File: config.mk
export PLATFORM = sky130hd
export DESIGN_NAME = lcbs_div
export DESIGN_NICKNAME = d
export VERILOG_FILES = /design/src/sv/lcbs_pkg.sv /design/src/sv/lcbs_div.sv
export SDC_FILE = /design/constraint.sdc
export NUM_CORES = 2
export LEC_CHECK = 0
export ABC_AREA = 0
export BUFFER_PORTS_ARGS = -buffer_cell sky130_fd_sc_hd__clkbuf_2
export CAP_MARGIN = 30
export CORE_UTILIZATION = 55
export CTS_CLUSTER_DIAMETER = 100
export CTS_CLUSTER_SIZE = 10
export DETAILED_ROUTE_END_ITERATION = 10
export PLACE_DENSITY = 0.74
export SLEW_MARGIN = 20
export SYNTH_ARGS = -nofsm -noshare
export SYNTH_HDL_FRONTEND = slang
export SYNTH_SLANG_ARGS = --single-unit
File: constraint.sdc
create_clock -name clk -period 4.6 [get_ports clk]
set_clock_uncertainty 0.1 [all_clocks]
set_input_delay 0.23 -clock clk [delete_from_list [all_inputs] [get_ports clk]]
set_output_delay 0.23 -clock clk [all_outputs]
set_load 0.005 [all_outputs]
File: src/sv/lcbs_pkg.sv
package lcbs_pkg;

    // Field widths of the words on the two channels.
    localparam int TB_W     = 20;
    localparam int RATE_W   = 13;
    localparam int BG1_W    = 14;
    localparam int BG2_W    = 12;
    localparam int KB_W     = 5;
    localparam int NB_W     = 8;
    localparam int K1_OUT_W = 14;
    localparam int CRC_W    = 5;
    localparam int ZC_W     = 9;
    localparam int SET_W    = 3;
    localparam int BS_W     = 14;

    // Divider width: numerator b + d - 1 and b + c - 1 both fit 21 bits.
    localparam int DIV_W = 21;

    // Register reset values.
    localparam logic [BG1_W-1:0] MAX_BG1_RESET = 14'd8448;
    localparam logic [BG2_W-1:0] MAX_BG2_RESET = 12'd3840;

    // Base graph selection thresholds.
    localparam logic [TB_W-1:0]   BG2_SMALL_TB   = 20'd292;
    localparam logic [DIV_W-1:0]  BG2_MARGIN     = 21'd16;
    localparam int                RATE_BG2_NUM   = 67 * 1024;
    localparam logic [RATE_W-1:0] RATE_BG2_MAX   = RATE_W'(RATE_BG2_NUM / 100);
    localparam logic [RATE_W-1:0] RATE_BG2_FORCE = 13'd256;
    localparam logic [TB_W-1:0]   TB_LIMIT       = 20'd125000;

    // Segmentation constants.
    localparam logic [BG1_W-1:0] CB_CRC_LEN     = 14'd24;
    localparam logic [CRC_W-1:0] CRC_BITS_MULTI = 5'd24;
    localparam logic [CRC_W-1:0] CRC_BITS_NONE  = 5'd0;
    localparam logic [NB_W-1:0]  NUM_BLOCKS_MAX = 8'd128;

    // Information columns of the base graphs.
    localparam logic [KB_W-1:0] KB_BG1    = 5'd22;
    localparam logic [KB_W-1:0] KB_BG2_10 = 5'd10;
    localparam logic [KB_W-1:0] KB_BG2_9  = 5'd9;
    localparam logic [KB_W-1:0] KB_BG2_8  = 5'd8;
    localparam logic [KB_W-1:0] KB_BG2_6  = 5'd6;
    localparam logic [TB_W-1:0] KB_TB_640 = 20'd640;
    localparam logic [TB_W-1:0] KB_TB_560 = 20'd560;
    localparam logic [TB_W-1:0] KB_TB_192 = 20'd192;

    // Lifting size table, ascending, and the set index of each entry.
    localparam int LIFT_COUNT = 51;
    localparam int LIFT_IDX_W = $clog2(LIFT_COUNT);
    localparam logic [LIFT_IDX_W-1:0] LIFT_LAST = LIFT_IDX_W'(LIFT_COUNT - 1);

    localparam logic [ZC_W-1:0] LIFT_SIZE [LIFT_COUNT] = '{
        9'd2,   9'd3,   9'd4,   9'd5,   9'd6,   9'd7,   9'd8,   9'd9,
        9'd10,  9'd11,  9'd12,  9'd13,  9'd14,  9'd15,  9'd16,
        9'd18,  9'd20,  9'd22,  9'd24,  9'd26,  9'd28,  9'd30,  9'd32,
        9'd36,  9'd40,  9'd44,  9'd48,  9'd52,  9'd56,  9'd60,  9'd64,
        9'd72,  9'd80,  9'd88,  9'd96,  9'd104, 9'd112, 9'd120, 9'd128,
        9'd144, 9'd160, 9'd176, 9'd192, 9'd208, 9'd224, 9'd240, 9'd256,
        9'd288, 9'd320, 9'd352, 9'd384
    };

    localparam logic [SET_W-1:0] LIFT_SET [LIFT_COUNT] = '{
        3'd0, 3'd1, 3'd0, 3'd2, 3'd1, 3'd3, 3'd0, 3'd4,
        3'd2, 3'd5, 3'd1, 3'd6, 3'd3, 3'd7, 3'd0,
        3'd4, 3'd2, 3'd5, 3'd1, 3'd6, 3'd3, 3'd7, 3'd0,
        3'd4, 3'd2, 3'd5, 3'd1, 3'd6, 3'd3, 3'd7, 3'd0,
        3'd4, 3'd2, 3'd5, 3'd1, 3'd6, 3'd3, 3'd7, 3'd0,
        3'd4, 3'd2, 3'd5, 3'd1, 3'd6, 3'd3, 3'd7, 3'd0,
        3'd4, 3'd2, 3'd5, 3'd1
    };

    // APB register map, word addressed by paddr[2].
    localparam int PADDR_W = 3;
    typedef enum logic
    {
        REG_MAX_BG1 = 1'b0,
        REG_MAX_BG2 = 1'b1
    } lcbs_reg_t;

    // Side information that travels with an item down the pipeline.
    typedef struct packed
    {
        logic [TB_W-1:0] tb_bits;
        logic            bg2;
        logic [KB_W-1:0] kb;
        logic            single;
        logic            size_err;
        logic [NB_W-1:0] c_sat;
    } lcbs_item_t;

    // One result word.
    typedef struct packed
    {
        logic                base_graph;
        logic [NB_W-1:0]     num_blocks;
        logic [K1_OUT_W-1:0] bits_per_block;
        logic [CRC_W-1:0]    crc_bits;
        logic [ZC_W-1:0]     lifting_size;
        logic [SET_W-1:0]    lift_set;
        logic [BS_W-1:0]     block_size;
        logic                size_error;
    } lcbs_result_t;

endpackage

File: src/sv/lcbs_div.sv
module lcbs_div
    import lcbs_pkg::*;
(
    input  logic             clk,
    input  logic             rst_n,
    input  logic             en,
    input  logic             in_valid,
    input  logic [DIV_W-1:0] in_num,
    input  logic [DIV_W-1:0] in_den,
    input  lcbs_item_t       in_item,
    output logic             out_valid,
    output logic [DIV_W-1:0] out_quo,
    output lcbs_item_t       out_item
);

    // Restoring division, one quotient bit per stage. The numerator shifts
    // out of the top of quo while quotient bits shift in at the bottom.
    logic             v_reg    [DIV_W];
    logic [DIV_W-1:0] quo_reg  [DIV_W];
    logic [DIV_W-1:0] den_reg  [DIV_W];
    lcbs_item_t       item_reg [DIV_W];
    logic [DIV_W-1:0] rem_reg  [DIV_W-1];

    logic             cur_v    [DIV_W];
    logic [DIV_W-1:0] cur_quo  [DIV_W];
    logic [DIV_W-1:0] cur_den  [DIV_W];
    lcbs_item_t       cur_item [DIV_W];
    logic [DIV_W-1:0] cur_rem  [DIV_W];

    for (genvar k = 0; k < DIV_W; k++)
    begin : g_step
        logic [DIV_W:0]   trial;
        logic             fits;
        logic [DIV_W-1:0] quo_next;

        // Stage inputs come from the ports or from the previous stage.
        if (k == 0)
        begin : g_first
            assign cur_v[k]    = in_valid;
            assign cur_quo[k]  = in_num;
            assign cur_den[k]  = in_den;
            assign cur_item[k] = in_item;
            assign cur_rem[k]  = '0;
        end
        else
        begin : g_next
            assign cur_v[k]    = v_reg[k-1];
            assign cur_quo[k]  = quo_reg[k-1];
            assign cur_den[k]  = den_reg[k-1];
            assign cur_item[k] = item_reg[k-1];
            assign cur_rem[k]  = rem_reg[k-1];
        end

        // Trial subtraction of the divisor.
        assign trial    = {cur_rem[k], cur_quo[k][DIV_W-1]};
        assign fits     = trial >= {1'b0, cur_den[k]};
        assign quo_next = {cur_quo[k][DIV_W-2:0], fits};

        always_ff @(posedge clk or negedge rst_n)
        begin
            if (!rst_n)
            begin
                v_reg[k] <= 1'b0;
            end
            else if (en)
            begin
                v_reg[k] <= cur_v[k];
            end
        end

        always_ff @(posedge clk)
        begin
            if (en)
            begin
                quo_reg[k]  <= quo_next;
                den_reg[k]  <= cur_den[k];
                item_reg[k] <= cur_item[k];
            end
        end

        // The remainder is not needed after the last step.
        if (k < DIV_W - 1)
        begin : g_rem
            logic [DIV_W-1:0] rem_next;

            assign rem_next = fits ? DIV_W'(trial - {1'b0, cur_den[k]})
                                   : trial[DIV_W-1:0];

            always_ff @(posedge clk)
            begin
                if (en)
                begin
                    rem_reg[k] <= rem_next;
                end
            end
        end
    end

    assign out_valid = v_reg[DIV_W-1];
    assign out_quo   = quo_reg[DIV_W-1];
    assign out_item  = item_reg[DIV_W-1];

endmodule

==> results.toml <==
[critical_path]
slowest_delay_ns = 0.66
required_ns = 5.03
crit_end = "rem_reg[4][35]"
r2r_cells = 13
timing.rr.end = "rem_reg[4][35]"
cp_slowest_cell = "a2111oi_4"
critPathKind = "reg2reg"
rrSetupSlack_ns = 0.56
r2r-start = "quo_reg[4][20]"
arrival_ns = 4.47
critical_path.most_common_cell = "inv_1"
crit_fanout = 16
critPathLaunchType = "register"
path_cells = "inv_1 > ha_1 > inv_1 > fa_1 > a21o_1 > a21oi_1 > o21ai_1 > a221oi_1 > nand2b_1 > a31oi_1 > a2111oi_4 > buf_4 > o21ai_0"
crit_path_end_kind = "register"
crit_start = "quo_reg[4][20]"

[synthesis]
yosys_warnings = 0
synth_cells = 5782
ys.flop_type = "edfxtp_1"
synth_cell_type_count = 88
ys_ff_latch = 2058
syn_nets = 6305
synth_edf_count = 2037
syn_avg_cell_area_um2 = 15.1
ys_seq_area_share_pct = 70.8
synth_area_um2 = 87200
async_reset_ff_share_pct = 1.02

[detailed_routing]
post_drt_via_cell_ratio = 5.55
route.antenna.remaining_nets = 0
drc_errors = 0
drt_iter0_drc = 3519
first_pass_iters = 5
wire_per_inst_um = 18.1
vias = 46407
totalWireLength_mm = 151

[sta]
min_period_ns = 4.04
fmax_mhz = 248
tns_ns = 0
setup_viol = 0
worst_slew_pin_slew_ns = 1.11
final.period_utilization_pct = 87.8
rsz0062_at_grt = "false"
slew_viol_final = 0
hold_viol_final = 0
slew_headroom_pct = 25.9

[floorplanning]
die_y_um = 400
start_util_pct = 55.6
rows = 145
ios = 140
die_w_um = 400
fp.coreArea_um2 = 157000
dieArea_um2 = 160000

[layout]
area_growth_pct = 12.9
layoutNonFillerInstCount = 8368
largest_register_ffs = 756
nNetsFinal = 6797
nFillCells = 11249
drive_above_1_share_pct = 11.3
diodes = 0

[grt]
grt_max_degree = 132
grt.total_usage_pct = 19.0
grt_pass1_wl_mm = 241
antenna_found_initial = 3
grt_pass1_vias = 46100
grt-ovfl-total = 0

[cts]
postCtsSetupBuffers = 0
root_buffer = "clkbuf_16"
cts_tree = "built"
clkLatencyLatePin_ns = 0.82
htree_levels = 4
path_clk_slew_ns = 0.06
cts_buffers = 223
cts.sinks = 2058
cts_buffer_depth = 3
cts_resized = 0

[power]
worst_ir_drop_vdd_mv = 0.457
finalPower_mw = 60.7
power_density_nw_per_um2 = 617
p_leak_nw = 37.7

[place]
port_buffers = 139
place_inst = 7955
place_hpwl_mm = 102
gp_congestion = 0.932

[outcome]
status = "finished clean"

[min_path]
hold_class = "in2reg"

[flow_run]
drv_cap = 0
Yosys cell counts (9+ instances only):
cell,n,area (um^2)
nor2b_1,44,275
buf_1,10,37.5
nand2_1,242,908
and3_1,18,113
a21o_1,187,1400
mux2i_1,17,170
nor2_1,295,1110
o21ai_0,232,1160
inv_1,539,2020
a2111oi_0,9,78.8
and2_1,10,62.6
o21bai_1,39,293
fa_1,19,380
nor3_1,49,245
nand4b_1,13,114
clkbuf_1,57,214
a31oi_1,41,257
a31o_2,16,140
buf_2,24,120
a211o_1,16,140
xor2_1,106,928
o21a_1,36,270
nand2b_1,57,357
nand3_1,56,280
edfxtp_1,2037,61200
a21oi_1,384,1920
ha_1,422,5280
o211ai_1,14,105
nand4_1,65,407
a211oi_1,30,225
mux2_2,212,2390
xnor2_1,221,1940
nor4_1,38,238
a311oi_1,12,105
o31ai_1,17,128
dfrtp_1,21,526
or3_1,17,106
report_power, final:
part | switching, mW | total (mW) | internal [mW] | leakage (nW)
combinational | 10.2 | 18.8 | 8.62 | 14.6
sequential | 1.74 | 26.6 | 24.8 | 20.1
clock | 6.63 | 15.3 | 8.64 | 2.92
through the flow:
step | hold slack (ns) | util, % | worst slack (ns) | area [um^2]
after floorplan | -0.166 | - | 1.10 | 87200
after CTS | 0.00111 | 62.8 | 0.574 | 98400
final | 0.0602 | 62.8 | 0.561 | 98400
after global placement | 0.105 | 57.9 | 0.729 | 90800
after detailed placement | 0.120 | 57.9 | 0.633 | 90800
after global routing | 0.0123 | 62.8 | 0.302 | 98400
worst max-delay path, delay by kind of cell (launching register included):
kind	cells	cell delay (ns)
AO/OA/AOI/OAI	7	2.07
adder cells (fa/ha/maj)	2	0.56
buffers and inverters	3	0.44
flip-flops	1	0.39
AND/OR/NAND/NOR	1	0.19
how the worst min path moves through the flow:
| stage | start | end | slack, ns | depth (start not counted) |
|---|---|---|---|---|
| 6_report | in_num[10] | quo_reg[0][11] | 0.06 | 2 |
| 5_1_grt | in_den[0] | den_reg[0][0] | 0.01 | 2 |
| 4_1_cts | in_item[26] | item_reg[0][26] | 0.001 | 2 |
| 3_5_place_dp | rst_n | cur_v[5] | 0.12 | 1 |
| 3_3_place_gp | rst_n | cur_v[1] | 0.10 | 1 |
| 2_1_floorplan | rst_n | cur_v[0] | -0.17 | 0 |
routing by layer:
| metal | track usage (%) | routed length (um) |
|---|---|---|
| met1 | 26.2 | 68800 |
| met2 | 30.4 | 70300 |
| met3 | 3.41 | 7660 |
| met4 | 6.52 | 4540 |
| met5 | 0 | 0 |
final cells by class:
class                           count  area [um^2]  share of cell area [%]
Sequential cell                  2058        61700                    62.7
Clock inverter                     15          354                   0.360
Multi-Input combinational cell   3088        23100                    23.4
Tap cell                         2058         2570                    2.62
Clock buffer                      246         5690                    5.78
Timing Repair Buffer              364         3010                    3.06
Inverter                          539         2020                    2.06
cell usage in the layout, fill, tap and decap left out, types with 212 or more instances in the layout:
cell type | Yosys | routed
inv_1 | 539 | 539
xnor2_1 | 221 | 221
edfxtp_1 | 2037 | 2037
mux2_2 | 212 | 212
nor2_1 | 295 | 295
ha_1 | 422 | 422
a21oi_1 | 384 | 383
nand2_1 | 242 | 242
clkbuf_16 | 0 | 224
o21ai_0 | 232 | 232
cells by family after synthesis:
| family | Yosys count | synth area share [%] |
|---|---|---|
| mux | 235 | 3.02 |
| buf+inv | 636 | 2.81 |
| fa+ha+maj | 441 | 6.49 |
| xor+xnor | 327 | 3.29 |
| flops | 2058 | 70.8 |
| simple gates | 937 | 5.13 |
| compound gates | 1148 | 8.49 |
repair_timing:
item                       CTS  global route
setup endpoints to repair    0             0
hold endpoints to repair   158             0
hold buffers               150             0
Note: power is estimated with default switching activity, not from simulation.
