==> src/sv/lcbs_pkg.sv <==
package lcbs_pkg;

    // Field widths of the words on the two channels.
    localparam int TB_W     = 20;
    localparam int RATE_W   = 13;
    localparam int BG1_W    = 14;
    localparam int BG2_W    = 12;
    localparam int KB_W     = 5;
    localparam int NB_W     = 8;
    localparam int K1_OUT_W = 14;
    localparam int CRC_W    = 5;
    localparam int ZC_W     = 9;
    localparam int SET_W    = 3;
    localparam int BS_W     = 14;

    // Divider width: numerator b + d - 1 and b + c - 1 both fit 21 bits.
    localparam int DIV_W = 21;

    // Register reset values.
    localparam logic [BG1_W-1:0] MAX_BG1_RESET = 14'd8448;
    localparam logic [BG2_W-1:0] MAX_BG2_RESET = 12'd3840;

    // Base graph selection thresholds.
    localparam logic [TB_W-1:0]   BG2_SMALL_TB   = 20'd292;
    localparam logic [DIV_W-1:0]  BG2_MARGIN     = 21'd16;
    localparam int                RATE_BG2_NUM   = 67 * 1024;
    localparam logic [RATE_W-1:0] RATE_BG2_MAX   = RATE_W'(RATE_BG2_NUM / 100);
    localparam logic [RATE_W-1:0] RATE_BG2_FORCE = 13'd256;
    localparam logic [TB_W-1:0]   TB_LIMIT       = 20'd125000;

    // Segmentation constants.
    localparam logic [BG1_W-1:0] CB_CRC_LEN     = 14'd24;
    localparam logic [CRC_W-1:0] CRC_BITS_MULTI = 5'd24;
    localparam logic [CRC_W-1:0] CRC_BITS_NONE  = 5'd0;
    localparam logic [NB_W-1:0]  NUM_BLOCKS_MAX = 8'd128;

    // Information columns of the base graphs.
    localparam logic [KB_W-1:0] KB_BG1    = 5'd22;
    localparam logic [KB_W-1:0] KB_BG2_10 = 5'd10;
    localparam logic [KB_W-1:0] KB_BG2_9  = 5'd9;
    localparam logic [KB_W-1:0] KB_BG2_8  = 5'd8;
    localparam logic [KB_W-1:0] KB_BG2_6  = 5'd6;
    localparam logic [TB_W-1:0] KB_TB_640 = 20'd640;
    localparam logic [TB_W-1:0] KB_TB_560 = 20'd560;
    localparam logic [TB_W-1:0] KB_TB_192 = 20'd192;

    // Lifting size table, ascending, and the set index of each entry.
    localparam int LIFT_COUNT = 51;
    localparam int LIFT_IDX_W = $clog2(LIFT_COUNT);
    localparam logic [LIFT_IDX_W-1:0] LIFT_LAST = LIFT_IDX_W'(LIFT_COUNT - 1);

    localparam logic [ZC_W-1:0] LIFT_SIZE [LIFT_COUNT] = '{
        9'd2,   9'd3,   9'd4,   9'd5,   9'd6,   9'd7,   9'd8,   9'd9,
        9'd10,  9'd11,  9'd12,  9'd13,  9'd14,  9'd15,  9'd16,
        9'd18,  9'd20,  9'd22,  9'd24,  9'd26,  9'd28,  9'd30,  9'd32,
        9'd36,  9'd40,  9'd44,  9'd48,  9'd52,  9'd56,  9'd60,  9'd64,
        9'd72,  9'd80,  9'd88,  9'd96,  9'd104, 9'd112, 9'd120, 9'd128,
        9'd144, 9'd160, 9'd176, 9'd192, 9'd208, 9'd224, 9'd240, 9'd256,
        9'd288, 9'd320, 9'd352, 9'd384
    };

    localparam logic [SET_W-1:0] LIFT_SET [LIFT_COUNT] = '{
        3'd0, 3'd1, 3'd0, 3'd2, 3'd1, 3'd3, 3'd0, 3'd4,
        3'd2, 3'd5, 3'd1, 3'd6, 3'd3, 3'd7, 3'd0,
        3'd4, 3'd2, 3'd5, 3'd1, 3'd6, 3'd3, 3'd7, 3'd0,
        3'd4, 3'd2, 3'd5, 3'd1, 3'd6, 3'd3, 3'd7, 3'd0,
        3'd4, 3'd2, 3'd5, 3'd1, 3'd6, 3'd3, 3'd7, 3'd0,
        3'd4, 3'd2, 3'd5, 3'd1, 3'd6, 3'd3, 3'd7, 3'd0,
        3'd4, 3'd2, 3'd5, 3'd1
    };

    // APB register map, word addressed by paddr[2].
    localparam int PADDR_W = 3;
    typedef enum logic
    {
        REG_MAX_BG1 = 1'b0,
        REG_MAX_BG2 = 1'b1
    } lcbs_reg_t;

    // Side information that travels with an item down the pipeline.
    typedef struct packed
    {
        logic [TB_W-1:0] tb_bits;
        logic            bg2;
        logic [KB_W-1:0] kb;
        logic            single;
        logic            size_err;
        logic [NB_W-1:0] c_sat;
    } lcbs_item_t;

    // One result word.
    typedef struct packed
    {
        logic                base_graph;
        logic [NB_W-1:0]     num_blocks;
        logic [K1_OUT_W-1:0] bits_per_block;
        logic [CRC_W-1:0]    crc_bits;
        logic [ZC_W-1:0]     lifting_size;
        logic [SET_W-1:0]    lift_set;
        logic [BS_W-1:0]     block_size;
        logic                size_error;
    } lcbs_result_t;

endpackage

==> src/sv/lcbs_front.sv <==
module lcbs_front
    import lcbs_pkg::*;
(
    input  logic              clk,
    input  logic              rst_n,
    input  logic              en,
    input  logic              in_valid,
    input  logic [TB_W-1:0]   tb_bits,
    input  logic [RATE_W-1:0] rate_q10,
    input  logic [BG1_W-1:0]  max_bg1,
    input  logic [BG2_W-1:0]  max_bg2,
    output logic              out_valid,
    output logic [DIV_W-1:0]  out_num,
    output logic [DIV_W-1:0]  out_den,
    output lcbs_item_t        out_item
);

    logic             f1_v_reg;
    lcbs_item_t       f1_item_reg;
    lcbs_item_t       f1_item_next;
    logic             f2_v_reg;
    lcbs_item_t       f2_item_reg;
    lcbs_item_t       f2_item_next;
    logic [DIV_W-1:0] num_reg;
    logic [DIV_W-1:0] num_next;
    logic [DIV_W-1:0] den_reg;
    logic [DIV_W-1:0] den_next;
    logic [BG1_W-1:0] kcb;
    logic             bg2_fits;

    // First stage: base graph, Kb and the oversize flag.
    always_comb
    begin
        bg2_fits = ((DIV_W'(tb_bits) + BG2_MARGIN) <= DIV_W'(max_bg2))
                   && (rate_q10 <= RATE_BG2_MAX);
        f1_item_next          = '0;
        f1_item_next.tb_bits  = tb_bits;
        f1_item_next.bg2      = (tb_bits <= BG2_SMALL_TB) || bg2_fits
                                || (rate_q10 <= RATE_BG2_FORCE);
        f1_item_next.size_err = tb_bits > TB_LIMIT;
        if (!f1_item_next.bg2)
        begin
            f1_item_next.kb = KB_BG1;
        end
        else if (tb_bits > KB_TB_640)
        begin
            f1_item_next.kb = KB_BG2_10;
        end
        else if (tb_bits > KB_TB_560)
        begin
            f1_item_next.kb = KB_BG2_9;
        end
        else if (tb_bits > KB_TB_192)
        begin
            f1_item_next.kb = KB_BG2_8;
        end
        else
        begin
            f1_item_next.kb = KB_BG2_6;
        end
    end

    // Second stage: largest block size, single block test, divider operands.
    // The quotient ceil(b / d) is floor((b + d - 1) / d).
    always_comb
    begin
        kcb = f1_item_reg.bg2 ? BG1_W'(max_bg2) : max_bg1;
        f2_item_next        = f1_item_reg;
        f2_item_next.single = f1_item_reg.tb_bits <= TB_W'(kcb);
        if (kcb > CB_CRC_LEN)
        begin
            den_next = DIV_W'(kcb - CB_CRC_LEN);
            num_next = DIV_W'(f1_item_reg.tb_bits) + den_next - DIV_W'(1);
        end
        else
        begin
            den_next = DIV_W'(1);
            num_next = DIV_W'(f1_item_reg.tb_bits);
        end
    end

    // Valid bits.
    always_ff @(posedge clk or negedge rst_n)
    begin
        if (!rst_n)
        begin
            f1_v_reg <= 1'b0;
            f2_v_reg <= 1'b0;
        end
        else if (en)
        begin
            f1_v_reg <= in_valid;
            f2_v_reg <= f1_v_reg;
        end
    end

    // Payload.
    always_ff @(posedge clk)
    begin
        if (en)
        begin
            f1_item_reg <= f1_item_next;
            f2_item_reg <= f2_item_next;
            num_reg     <= num_next;
            den_reg     <= den_next;
        end
    end

    assign out_valid = f2_v_reg;
    assign out_num   = num_reg;
    assign out_den   = den_reg;
    assign out_item  = f2_item_reg;

endmodule

==> config.mk <==
export PLATFORM = sky130hd
export DESIGN_NAME = lcbs_front
export DESIGN_NICKNAME = d
export VERILOG_FILES = /design/src/sv/lcbs_pkg.sv /design/src/sv/lcbs_front.sv
export SDC_FILE = /design/constraint.sdc
export NUM_CORES = 1
export LEC_CHECK = 0
export BUFFER_PORTS_ARGS = -buffer_cell sky130_fd_sc_hd__buf_2
export CAP_MARGIN = 20
export CORE_ASPECT_RATIO = 0.6
export CORE_UTILIZATION = 55
export CTS_CLUSTER_SIZE = 30
export DETAILED_ROUTE_END_ITERATION = 10
export PLACE_DENSITY = 0.81
export SYNTH_ARGS = -nofsm -noshare
export SYNTH_HDL_FRONTEND = slang
export SYNTH_SLANG_ARGS = --single-unit
==> constraint.sdc <==
create_clock -name clk -period 4.4 [get_ports clk]
set_input_delay 1.32 -clock clk [delete_from_list [all_inputs] [get_ports clk]]
set_output_delay 1.32 -clock clk [all_outputs]
set_load 0.01 [all_outputs]
==> metrics.md <==
| Metric | Value |
|---|---|
| Fin. Hold Viols | 0 |
| Row count | 29 |
| Area contributors post-synth | edfxtp_1, ha_1, inv_1, xnor2_1, a21oi_1 |
| PortBufs | about 130 |
| Ys async rst share | 2.15% |
| Period utilisation layout | a little over nine tenths |
| Most frequent cell after synthesis | edfxtp_1 |
| Worst path most repeated cell | ha_1 |
| Core Footprint | 0.0108 sq mm |
| Synthesized netlist cell count | between 600 and 700 |
| H-Tree Depth | 3 |
| Clk pin slew, worst setup/hold paths | about 0.07 ns |
| TritonCTS Buffers | 9 |
| Mapped cell area | between 0.006 and 0.007 sq mm |
| Drt total wl | between 15000 and 20000 um |
| Commonest cells post-synth | edfxtp_1, inv_1, ha_1, nor2_1, a21oi_1 |
| Crit Path Max Fanout | 4 |
| Fin Clk Skew | ~0.011 ns |
| Count of different cell masters after synthesis | 60 |
| Top cell type's share of synthesized area | between 40% and 50% |
| WP data required | about 4.5 ns |
| Vias/cell | around 5.6 |
| Fill count | between 800 and 900 |
| Antenna diodes | 0 |
| Clock Latency Late Sink | between 0.3 and 0.4 ns |
| 1st-iter DRT viols | 394 |
| DR vias | 5251 |
| Critical Path Sink Type | flip-flop |
| Fmax | 234 MHz |
| CTS root buf | clkbuf_16 |
| Tightest Pin Transition | between 0.8 and 0.9 ns |
| Vias in the first global route | 5065 |
| GR Util All Layers | around 29% |
| Routability cong. | between 0.9 and 1 |
| Peak supply drop | 0.215 mV |
| Crit path cell chain | buf_2, nor2b_1, a21oi_2, inv_1, ha_1, nor3_1, xor2_1, ha_1, inv_1, ha_1, nand2_1, a211oi_2, o211ai_1, and3_4, o21ai_0, xnor2_1, o21ai_0 |
| Leading area contributor after synthesis | edfxtp_1 |
| Number of flip-flops in the largest register | 28 |
| Post-layout nets | just over 900 |
| Die area | roughly 0.012 sq mm |
| Yosys warns | 0 |
| Share of cells above drive strength 1 | between 20 and 30% |
| Die Y | between 80 and 90 um |
| Hold Crit Class | flip-flop to flip-flop |
| Initial core utilization | between 50 and 60% |
| Max cap viols | 0 |
| Static Leakage | 0.00355 uW |
| CP bufs+invs | 3 |
| Tmin final | 4.28 ns |
| Synth Area per Inst | between 10 and 15 sq um |
| Critical Path Max Stage Delay | around 0.33 ns |
| FF+latch count, synth | just over 90 |
| Critical Path Start Type | input port |
| CTS tree | done |
| Die Wd | between 100 and 150 um |
| Final Cell Area | a little under 0.008 sq mm |
| Storage element area | around 0.0028 sq mm |
| Data arrival, critical path | 4.36 ns |
| Pwr dens | around 370 mW/mm^2 |
| Global-route wire length before repair | 25800 um |
| Initial antenna violation count | 0 |
| Crit Path Class | input port to flip-flop |
| First drt pass iteration count | 5 |
| Clock tree buffer depth | 2 |
| Post-CTS Hold Buffers | 0 |
| Post-synthesis sequential area ratio | between 40% and 50% |
| EDFF count, synth | 91 |
| Slew margin rel. | a little under half |
| Fin cells | around 930 |
| Residual DRC | 0 |
| Setup violators final | 0 |
| Worst path slowest cell | ha_1 |
| GR Overflow Total | 0 |
| Placed Area | approximately 0.0074 sq mm |
| CTS Sinks | 93 |
| DR WL/cell | around 17 um |
| Ys flop type | edfxtp_1 |
| Routed Antenna Nets | 0 |
| RSZ-0062 raised after global routing | yes |
| Max-slew violation count | 0 |
| Dpl cells | around 900 |
| Largest net degree at the start of global routing | 39 |
| I/O Pins | 142 |
| HPWL Detailed | 12700 um |
| CP delay by family, top | compound AO/OA/AOI/OAI gates |
| Status | finished, final reports clean |
| Area growth, synth to finish | 23.7% |
| Area occupied by multi-input gates | 0.00309 sq mm |
[final cells by class]
class	count	area share (%)
clock buffers	9	2.92
clock inverters	6	0.502
inverters	81	3.94
multi-input cells	414	40.0
flip-flops and latches	93	36.0
well taps	139	2.25
repair buffers	192	14.4
[worst paths after layout]
kind                                 to  depth (start not counted)  slack, ns             from
setup / recovery            out_num[19]                         17       0.12       max_bg1[4]
hold / removal             out_item[11]                          0       0.42  f1_item_reg[11]
setup reg to reg            out_num[19]                         14       0.37  f1_item_reg[15]
hold reg to reg            out_item[11]                          0       0.42  f1_item_reg[11]
max in group asynchronous      f1_v_reg                          1       3.55            rst_n
min in group asynchronous      f1_v_reg                          1       0.75            rst_n
[per-layer routing]
layer	wire length, um	GRT usage, %	vias up	part of all wire, %
met2	6880	42.9	252	43
met5	0	0	-	0
met3	1260	5.48	26	7.8
li1	-	-	2519	-
met4	244	7.99	0	1.5
met1	7790	42.4	2454	48
[through the flow]
stage	setup WS (ns)	TNS (ns)	hold slack [ns]	power, uW	utilization (%)
after floorplan	0.0150	0	0.400	1740	-
after global routing	-0.0946	-0.279	0.432	3040	71.4
after detailed placement	-0.329	-2.54	0.407	2140	68.2
after global placement	-0.323	-2.34	0.402	2120	68.2
final	0.122	0	0.423	2890	71.4
after CTS	0.0290	0	0.424	2860	70.6
[cell usage in the layout, fill, tap and decap left out, drive strengths merged, types with 5 or more instances in the layout]
| cell | instances |
|---|---|
| nor2 | 51 |
| edfxtp | 91 |
| a21oi | 41 |
| nand4 | 10 |
| a21o | 11 |
| inv | 83 |
| nor3 | 11 |
| nand2b | 9 |
| o21ai | 28 |
| conb | 8 |
| a31oi | 6 |
| nand2 | 34 |
| o21a | 8 |
| nor2b | 7 |
| nand3 | 12 |
| xnor2 | 24 |
| clkbuf | 9 |
| mux2 | 5 |
| mux2i | 11 |
| buf | 192 |
| xor2 | 7 |
| ha | 69 |
| nor4 | 10 |
[what timing repair did]
action / in CTS / in global routing
setup endpoints to repair: 0 / 9
buffers inserted: 0 / 1
endpoints found under the hold margin: 0 / 0
resized for setup: 0 / 19
[kinds of logic (layout without fill, tap and decap cells)]
logic type      Yosys count  in the layout  share of synthesized area [%]
flops                    93             93                           44.6
simple gates            164            164                           13.1
fa+ha+maj                70             70                           14.1
buf+inv                 109            288                           7.81
compound gates          125            125                           13.2
other cells               1              8                         0.0601
mux                      16             16                           2.72
xor+xnor                 31             31                           4.35
[power by group]
group	internal (uW)	leakage, uW	total (uW)	switching (uW)
registers	1120	0.000917	1170	47.5
logic	455	0.00250	1000	550
clock network	380	0.000131	718	338
total	1950	0.00355	2890	935
(Power assumes the default switching activity.)
