[config.mk]
export PLATFORM = sky130hd
export DESIGN_NAME = lcbs_lift
export DESIGN_NICKNAME = d
export VERILOG_FILES = /design/src/sv/lcbs_pkg.sv /design/src/sv/lcbs_lift.sv
export SDC_FILE = /design/constraint.sdc
export NUM_CORES = 1
export LEC_CHECK = 0
export BUFFER_PORTS_ARGS = -buffer_cell sky130_fd_sc_hd__buf_2
export CORE_MARGIN = 10
export CORE_UTILIZATION = 25
export DETAILED_ROUTE_END_ITERATION = 12
export PLACE_DENSITY = 0.47
export SLEW_MARGIN = 20
export SYNTH_ARGS = -nofsm -noshare
export SYNTH_HDL_FRONTEND = slang
export SYNTH_SLANG_ARGS = --single-unit
[constraint.sdc]
create_clock -name clk -period 11.3 [get_ports clk]
set_input_delay 0.565 -clock clk [delete_from_list [all_inputs] [get_ports clk]]
set_output_delay 0.565 -clock clk [all_outputs]
set_load 0.005 [all_outputs]
[src/sv/lcbs_pkg.sv]
package lcbs_pkg;

    // Field widths of the words on the two channels.
    localparam int TB_W     = 20;
    localparam int RATE_W   = 13;
    localparam int BG1_W    = 14;
    localparam int BG2_W    = 12;
    localparam int KB_W     = 5;
    localparam int NB_W     = 8;
    localparam int K1_OUT_W = 14;
    localparam int CRC_W    = 5;
    localparam int ZC_W     = 9;
    localparam int SET_W    = 3;
    localparam int BS_W     = 14;

    // Divider width: numerator b + d - 1 and b + c - 1 both fit 21 bits.
    localparam int DIV_W = 21;

    // Register reset values.
    localparam logic [BG1_W-1:0] MAX_BG1_RESET = 14'd8448;
    localparam logic [BG2_W-1:0] MAX_BG2_RESET = 12'd3840;

    // Base graph selection thresholds.
    localparam logic [TB_W-1:0]   BG2_SMALL_TB   = 20'd292;
    localparam logic [DIV_W-1:0]  BG2_MARGIN     = 21'd16;
    localparam int                RATE_BG2_NUM   = 67 * 1024;
    localparam logic [RATE_W-1:0] RATE_BG2_MAX   = RATE_W'(RATE_BG2_NUM / 100);
    localparam logic [RATE_W-1:0] RATE_BG2_FORCE = 13'd256;
    localparam logic [TB_W-1:0]   TB_LIMIT       = 20'd125000;

    // Segmentation constants.
    localparam logic [BG1_W-1:0] CB_CRC_LEN     = 14'd24;
    localparam logic [CRC_W-1:0] CRC_BITS_MULTI = 5'd24;
    localparam logic [CRC_W-1:0] CRC_BITS_NONE  = 5'd0;
    localparam logic [NB_W-1:0]  NUM_BLOCKS_MAX = 8'd128;

    // Information columns of the base graphs.
    localparam logic [KB_W-1:0] KB_BG1    = 5'd22;
    localparam logic [KB_W-1:0] KB_BG2_10 = 5'd10;
    localparam logic [KB_W-1:0] KB_BG2_9  = 5'd9;
    localparam logic [KB_W-1:0] KB_BG2_8  = 5'd8;
    localparam logic [KB_W-1:0] KB_BG2_6  = 5'd6;
    localparam logic [TB_W-1:0] KB_TB_640 = 20'd640;
    localparam logic [TB_W-1:0] KB_TB_560 = 20'd560;
    localparam logic [TB_W-1:0] KB_TB_192 = 20'd192;

    // Lifting size table, ascending, and the set index of each entry.
    localparam int LIFT_COUNT = 51;
    localparam int LIFT_IDX_W = $clog2(LIFT_COUNT);
    localparam logic [LIFT_IDX_W-1:0] LIFT_LAST = LIFT_IDX_W'(LIFT_COUNT - 1);

    localparam logic [ZC_W-1:0] LIFT_SIZE [LIFT_COUNT] = '{
        9'd2,   9'd3,   9'd4,   9'd5,   9'd6,   9'd7,   9'd8,   9'd9,
        9'd10,  9'd11,  9'd12,  9'd13,  9'd14,  9'd15,  9'd16,
        9'd18,  9'd20,  9'd22,  9'd24,  9'd26,  9'd28,  9'd30,  9'd32,
        9'd36,  9'd40,  9'd44,  9'd48,  9'd52,  9'd56,  9'd60,  9'd64,
        9'd72,  9'd80,  9'd88,  9'd96,  9'd104, 9'd112, 9'd120, 9'd128,
        9'd144, 9'd160, 9'd176, 9'd192, 9'd208, 9'd224, 9'd240, 9'd256,
        9'd288, 9'd320, 9'd352, 9'd384
    };

    localparam logic [SET_W-1:0] LIFT_SET [LIFT_COUNT] = '{
        3'd0, 3'd1, 3'd0, 3'd2, 3'd1, 3'd3, 3'd0, 3'd4,
        3'd2, 3'd5, 3'd1, 3'd6, 3'd3, 3'd7, 3'd0,
        3'd4, 3'd2, 3'd5, 3'd1, 3'd6, 3'd3, 3'd7, 3'd0,
        3'd4, 3'd2, 3'd5, 3'd1, 3'd6, 3'd3, 3'd7, 3'd0,
        3'd4, 3'd2, 3'd5, 3'd1, 3'd6, 3'd3, 3'd7, 3'd0,
        3'd4, 3'd2, 3'd5, 3'd1, 3'd6, 3'd3, 3'd7, 3'd0,
        3'd4, 3'd2, 3'd5, 3'd1
    };

    // APB register map, word addressed by paddr[2].
    localparam int PADDR_W = 3;
    typedef enum logic
    {
        REG_MAX_BG1 = 1'b0,
        REG_MAX_BG2 = 1'b1
    } lcbs_reg_t;

    // Side information that travels with an item down the pipeline.
    typedef struct packed
    {
        logic [TB_W-1:0] tb_bits;
        logic            bg2;
        logic [KB_W-1:0] kb;
        logic            single;
        logic            size_err;
        logic [NB_W-1:0] c_sat;
    } lcbs_item_t;

    // One result word.
    typedef struct packed
    {
        logic                base_graph;
        logic [NB_W-1:0]     num_blocks;
        logic [K1_OUT_W-1:0] bits_per_block;
        logic [CRC_W-1:0]    crc_bits;
        logic [ZC_W-1:0]     lifting_size;
        logic [SET_W-1:0]    lift_set;
        logic [BS_W-1:0]     block_size;
        logic                size_error;
    } lcbs_result_t;

endpackage

[src/sv/lcbs_lift.sv]
module lcbs_lift
    import lcbs_pkg::*;
(
    input  logic             clk,
    input  logic             rst_n,
    input  logic             en,
    input  logic             in_valid,
    input  logic [DIV_W-1:0] in_quo,
    input  lcbs_item_t       in_item,
    output logic             out_valid,
    output lcbs_result_t     out_res
);

    logic                  k_v_reg;
    logic [DIV_W-1:0]      k1_reg;
    logic [DIV_W-1:0]      k1_next;
    lcbs_item_t            k_item_reg;
    logic                  t1_v_reg;
    logic [LIFT_COUNT-1:0] ge_reg;
    logic [LIFT_COUNT-1:0] ge_next;
    logic [K1_OUT_W-1:0]   t1_k1_reg;
    lcbs_item_t            t1_item_reg;
    logic                  t2_v_reg;
    logic [LIFT_IDX_W-1:0] idx_reg;
    logic [LIFT_IDX_W-1:0] idx_next;
    logic [K1_OUT_W-1:0]   t2_k1_reg;
    lcbs_item_t            t2_item_reg;
    logic                  res_v_reg;
    lcbs_result_t          res_reg;
    lcbs_result_t          res_next;
    logic [ZC_W-1:0]       zc;

    // Bits per block: the whole block for a single block, else ceil(b / C) + CRC.
    assign k1_next = in_item.single ? DIV_W'(in_item.tb_bits)
                                    : in_quo + DIV_W'(CB_CRC_LEN);

    // Compare K1 against Kb times every lifting size; the result is a thermometer.
    always_comb
    begin
        for (int i = 0; i < LIFT_COUNT; i++)
        begin
            ge_next[i] = (DIV_W'(k_item_reg.kb) * DIV_W'(LIFT_SIZE[i])) >= k1_reg;
        end
    end

    // First entry that fits; the largest one when none does.
    always_comb
    begin
        idx_next = LIFT_LAST;
        for (int i = LIFT_COUNT - 1; i >= 0; i--)
        begin
            if (ge_reg[i])
            begin
                idx_next = LIFT_IDX_W'(i);
            end
        end
    end

    // Table lookup and the result word.
    always_comb
    begin
        zc = LIFT_SIZE[idx_reg];
        res_next.base_graph     = t2_item_reg.bg2;
        res_next.num_blocks     = t2_item_reg.c_sat;
        res_next.bits_per_block = t2_k1_reg;
        res_next.crc_bits       = t2_item_reg.single ? CRC_BITS_NONE : CRC_BITS_MULTI;
        res_next.lifting_size   = zc;
        res_next.lift_set       = LIFT_SET[idx_reg];
        // 10*Zc for graph 2, 22*Zc for graph 1.
        if (t2_item_reg.bg2)
        begin
            res_next.block_size = BS_W'({zc, 3'b000}) + BS_W'({zc, 1'b0});
        end
        else
        begin
            res_next.block_size = BS_W'({zc, 4'b0000}) + BS_W'({zc, 2'b00})
                                  + BS_W'({zc, 1'b0});
        end
        res_next.size_error     = t2_item_reg.size_err;
    end

    // Valid bits.
    always_ff @(posedge clk or negedge rst_n)
    begin
        if (!rst_n)
        begin
            k_v_reg   <= 1'b0;
            t1_v_reg  <= 1'b0;
            t2_v_reg  <= 1'b0;
            res_v_reg <= 1'b0;
        end
        else if (en)
        begin
            k_v_reg   <= in_valid;
            t1_v_reg  <= k_v_reg;
            t2_v_reg  <= t1_v_reg;
            res_v_reg <= t2_v_reg;
        end
    end

    // Payload.
    always_ff @(posedge clk)
    begin
        if (en)
        begin
            k1_reg      <= k1_next;
            k_item_reg  <= in_item;
            ge_reg      <= ge_next;
            t1_k1_reg   <= k1_reg[K1_OUT_W-1:0];
            t1_item_reg <= k_item_reg;
            idx_reg     <= idx_next;
            t2_k1_reg   <= t1_k1_reg;
            t2_item_reg <= t1_item_reg;
            res_reg     <= res_next;
        end
    end

    assign out_valid = res_v_reg;
    assign out_res   = res_reg;

endmodule

==> impl_results.md <==
- Share of post-route cells with drive strength above 1: 11.51%
- Total area of multi-input combinational cells: ~10000 um^2
- Synth area leader: edfxtp_1
- CTS clock-pin slew for the worst setup and hold paths: 0.09 ns
- Count of pins on the block boundary: around 120
- Vias per cell: 4.828
- Overall Global Routing Usage: 13.00%
- Number of flip-flops under the largest register name: 50
- Initial antenna violation count: 2
- Core area: 64,350 um^2
- RePlAce Congestion: about 0.86
- Category of the worst setup path capture point: flop
- EDFF count, synth: 192
- Max Cap Violations: 0
- Total number of vias: 12.18k
- Via count of the first global-routing pass: 12.38k
- Top cells by area in the synthesized netlist: edfxtp_1 36%, ha_1 28%, o21ai_0 3.9%
- Rows: 93
- CP bufs+invs: 3
- Max Clock Skew: between 0.01 and 0.015 ns
- Most common flop cell mapped by yosys: edfxtp_1
- Pin count of the biggest net entering global routing: 98
- Die outline area: 75,490 um^2
- Post-synth top area share: a little over a third
- Routed wire length on met3: 2.191 mm
- Category of the critical setup timing path: flop to flop
- Cells resized by post-CTS repair: 0
- Most common cell in the synthesized netlist: ha_1
- Detailed-placement wirelength estimate: ~35 mm
- First-pass GRT wire length: 74.58 mm
- CP max stage delay: 0.59 ns
- Post-Syn Instances: between 1.5k and 2k
- CP most frequent cell: a21oi_1
- Number of distinct library cells after synthesis: between 60 and 70
- Pre-Repair DR Iteration Count: 5
- Largest delay share family, worst path: compound AO/OA/AOI/OAI gates
- Status: finished clean
- Avg Inst Size Synth: 10.69 um^2
- Routed met1 length: 22.06 mm
- Worst endpoint data arrival time: about 4.8 ns
- Top metal layer carrying routed signals: met4
- Worst Tran Pin Value: 1.075 ns
- Maximum vdd drop: 0.0001224 V
- Worst path slowest cell: o22ai_1
- DRT antenna net count: 0
- Clock buffer depth: 2
- Iter 0 DRT Violations: approximately 750
- DIE WIDTH: roughly 270 um
- Sequential fraction of the synthesis area: ~36%
- Yosys synthesis warning count: 0
- Fill cell count: 6,662
- Worst-path cell chain: inv_1, ha_1, mux2i_1, nor2_1, a21oi_1, o22ai_1, inv_1, fa_1, inv_1, fa_1, a21o_1, a21o_1, a21oi_1, nor2b_1, or3_1, a21oi_1, a21oi_1
- Number of flip-flops and latches in the synthesized netlist: between 150 and 200
- Async set-or-reset flop fraction in the synthesized netlist: approximately 2.0%
- Cell Pwr Density: approximately 160 nW/um^2
- Max frequency: 219.4 MHz
- Area occupied by registers: 5866 um^2
- Final hold violations: 0
- RSZ-0062 raised after global routing: false
- Clock sinks: 196
- Quantity of I/O buffers inserted on ports: 112
- Remaining DRCs: 0
- Worst setup SP type: flop
- Count of final setup violators: 0
- HP Class: primary input to flop
- Post-layout minimum cycle time: 4.558 ns
- Post-Syn Area: 16,220 um^2
- Aggregate negative setup slack: 0 ns
- Number of buffers inserted during clock tree synthesis: 17
- CTS root buffer: clkbuf_16
- Endpoint required time on the critical path: 11.52 ns
- CTS tree: done
- Remaining max-slew budget at the tightest pin: 28.21%
- Period utilisation layout: about two fifths
- Effective utilization at floorplan: 25.21%
- Total grt overflow: 0
- Met2 Routed Length: 23.24 mm
- Worst-Skew Late Latency: 0.49 ns
- Final-stage net count: 2,103
- # diodes: 0
- Area added between synthesis and finish: 14.61%
- Non-Filler Instances: 2,523
- Number of cells after detailed placement: 2,490
- Count of pins over their slew limit: 0
- H-Tree Level Count: 4
- Largest fanout on the critical path: 8
- Commonest cells in the synthesized netlist: 360 x ha_1, 192 x edfxtp_1, 128 x o21ai_0, 122 x a21oi_1, 103 x inv_1
- Routed wire length: 48.45 mm
- Static Leak: 8.081 nW
- Y dimension of the die: 274.8 um
- DR WL/cell: 19.20 um
## timing repair
item,4_1_cts,5_1_grt
hold buffers,1,0
setup endpoints to repair,0,0
setup buffers,0,0
endpoints found under the hold margin,4,0
## cell type report
| cell class | count | share of cell area (%) |
|---|---|---|
| Clock buffer | 17 | 2.288 |
| Clock inverter | 15 | 1.191 |
| Inverter | 103 | 2.079 |
| Multi-Input combinational cell | 1203 | 53.18 |
| Sequential cell | 196 | 31.54 |
| Tap cell | 855 | 5.753 |
| Timing Repair Buffer | 134 | 3.963 |
## cell families (layout without fill, tap and decap cells)
group / Yosys count / in the layout / synth area share, %
AO/OA/AOI/OAI: 435 / 435 / 16.47
adder cells (fa/ha/maj): 387 / 387 / 31.09
AND/OR/NAND/NOR: 304 / 304 / 9.062
flip-flops: 196 / 196 / 36.15
buffers and inverters: 122 / 269 / 3.008
XOR/XNOR: 52 / 52 / 2.807
multiplexers: 21 / 21 / 1.380
other: 1 / 4 / 0.02311
## per-layer routing
metal | vias to the layer above | GRT usage [%]
met2 | 252 | 22.09
met3 | 55 | 2.813
li1 | 6020 | -
met1 | 5853 | 16.31
met5 | - | 0
met4 | 0 | 3.702
## cells in the final DEF, fill, tap and decap left out, drive strengths merged, types with 3 or more instances in the layout
cell     netlist  layout
a31oi         14      14
mux2i         10      10
a21o          44      44
o211ai         9       9
ha           360     360
nor3          30      30
nor2          96      96
clkbuf         8      18
nor2b         15      15
xor2          19      19
edfxtp       192     192
nor3b          3       3
nand2b        10      10
o2111ai        4       4
mux2          11      11
o31ai          5       5
nor4          23      23
o21bai        21      21
xnor2         33      33
a2111oi       12      12
or3            6       6
o21ai        131     131
nand4          6       6
conb           1       4
o311ai         3       3
clkinv         0       7
or4            5       5
a21oi        122     122
o21a          35      35
dfrtp          4       4
and3           9       9
a211oi        13      13
a21boi         5       5
fa            27      27
buf           11     132
inv          103     111
nand3         17      17
nand2         80      80
## metrics by stage
| stage | total power, mW | setup WS, ns | util, % | area (um^2) | hold WS [ns] |
|---|---|---|---|---|---|
| global placement | 2.178 | 6.869 | 27.87 | 17930 | 0.3712 |
| finish | 2.893 | 6.742 | 28.90 | 18600 | 0.2425 |
| global route | 3.156 | 6.430 | 28.90 | 18600 | 0.1957 |
| detailed placement | 2.228 | 6.743 | 27.87 | 17930 | 0.3740 |
| CTS | 2.921 | 6.730 | 28.89 | 18590 | 0.1903 |
| floorplan | 1.814 | 7.241 | - | 16240 | 0.2694 |
## final timing paths
check,cells after the start,end,startpoint,slack (ns)
min in group asynchronous,2,t2_v_reg,rst_n,0.39
min,1,k_item_reg[13],in_item[13],0.24
max in group asynchronous,2,out_valid,rst_n,10.79
min reg2reg,0,out_res[45],t2_k1_reg[13],0.42
max reg2reg,17,out_res[10],idx_reg[1],6.74
max,17,out_res[10],idx_reg[1],6.74
## power breakdown
part	internal (mW)	leakage, nW	switching [mW]
Combinational	0.549	5.79	0.782
Sequential	0.856	1.98	0.0314
Clock	0.313	0.312	0.362
Note: power is estimated with default switching activity, not from simulation.
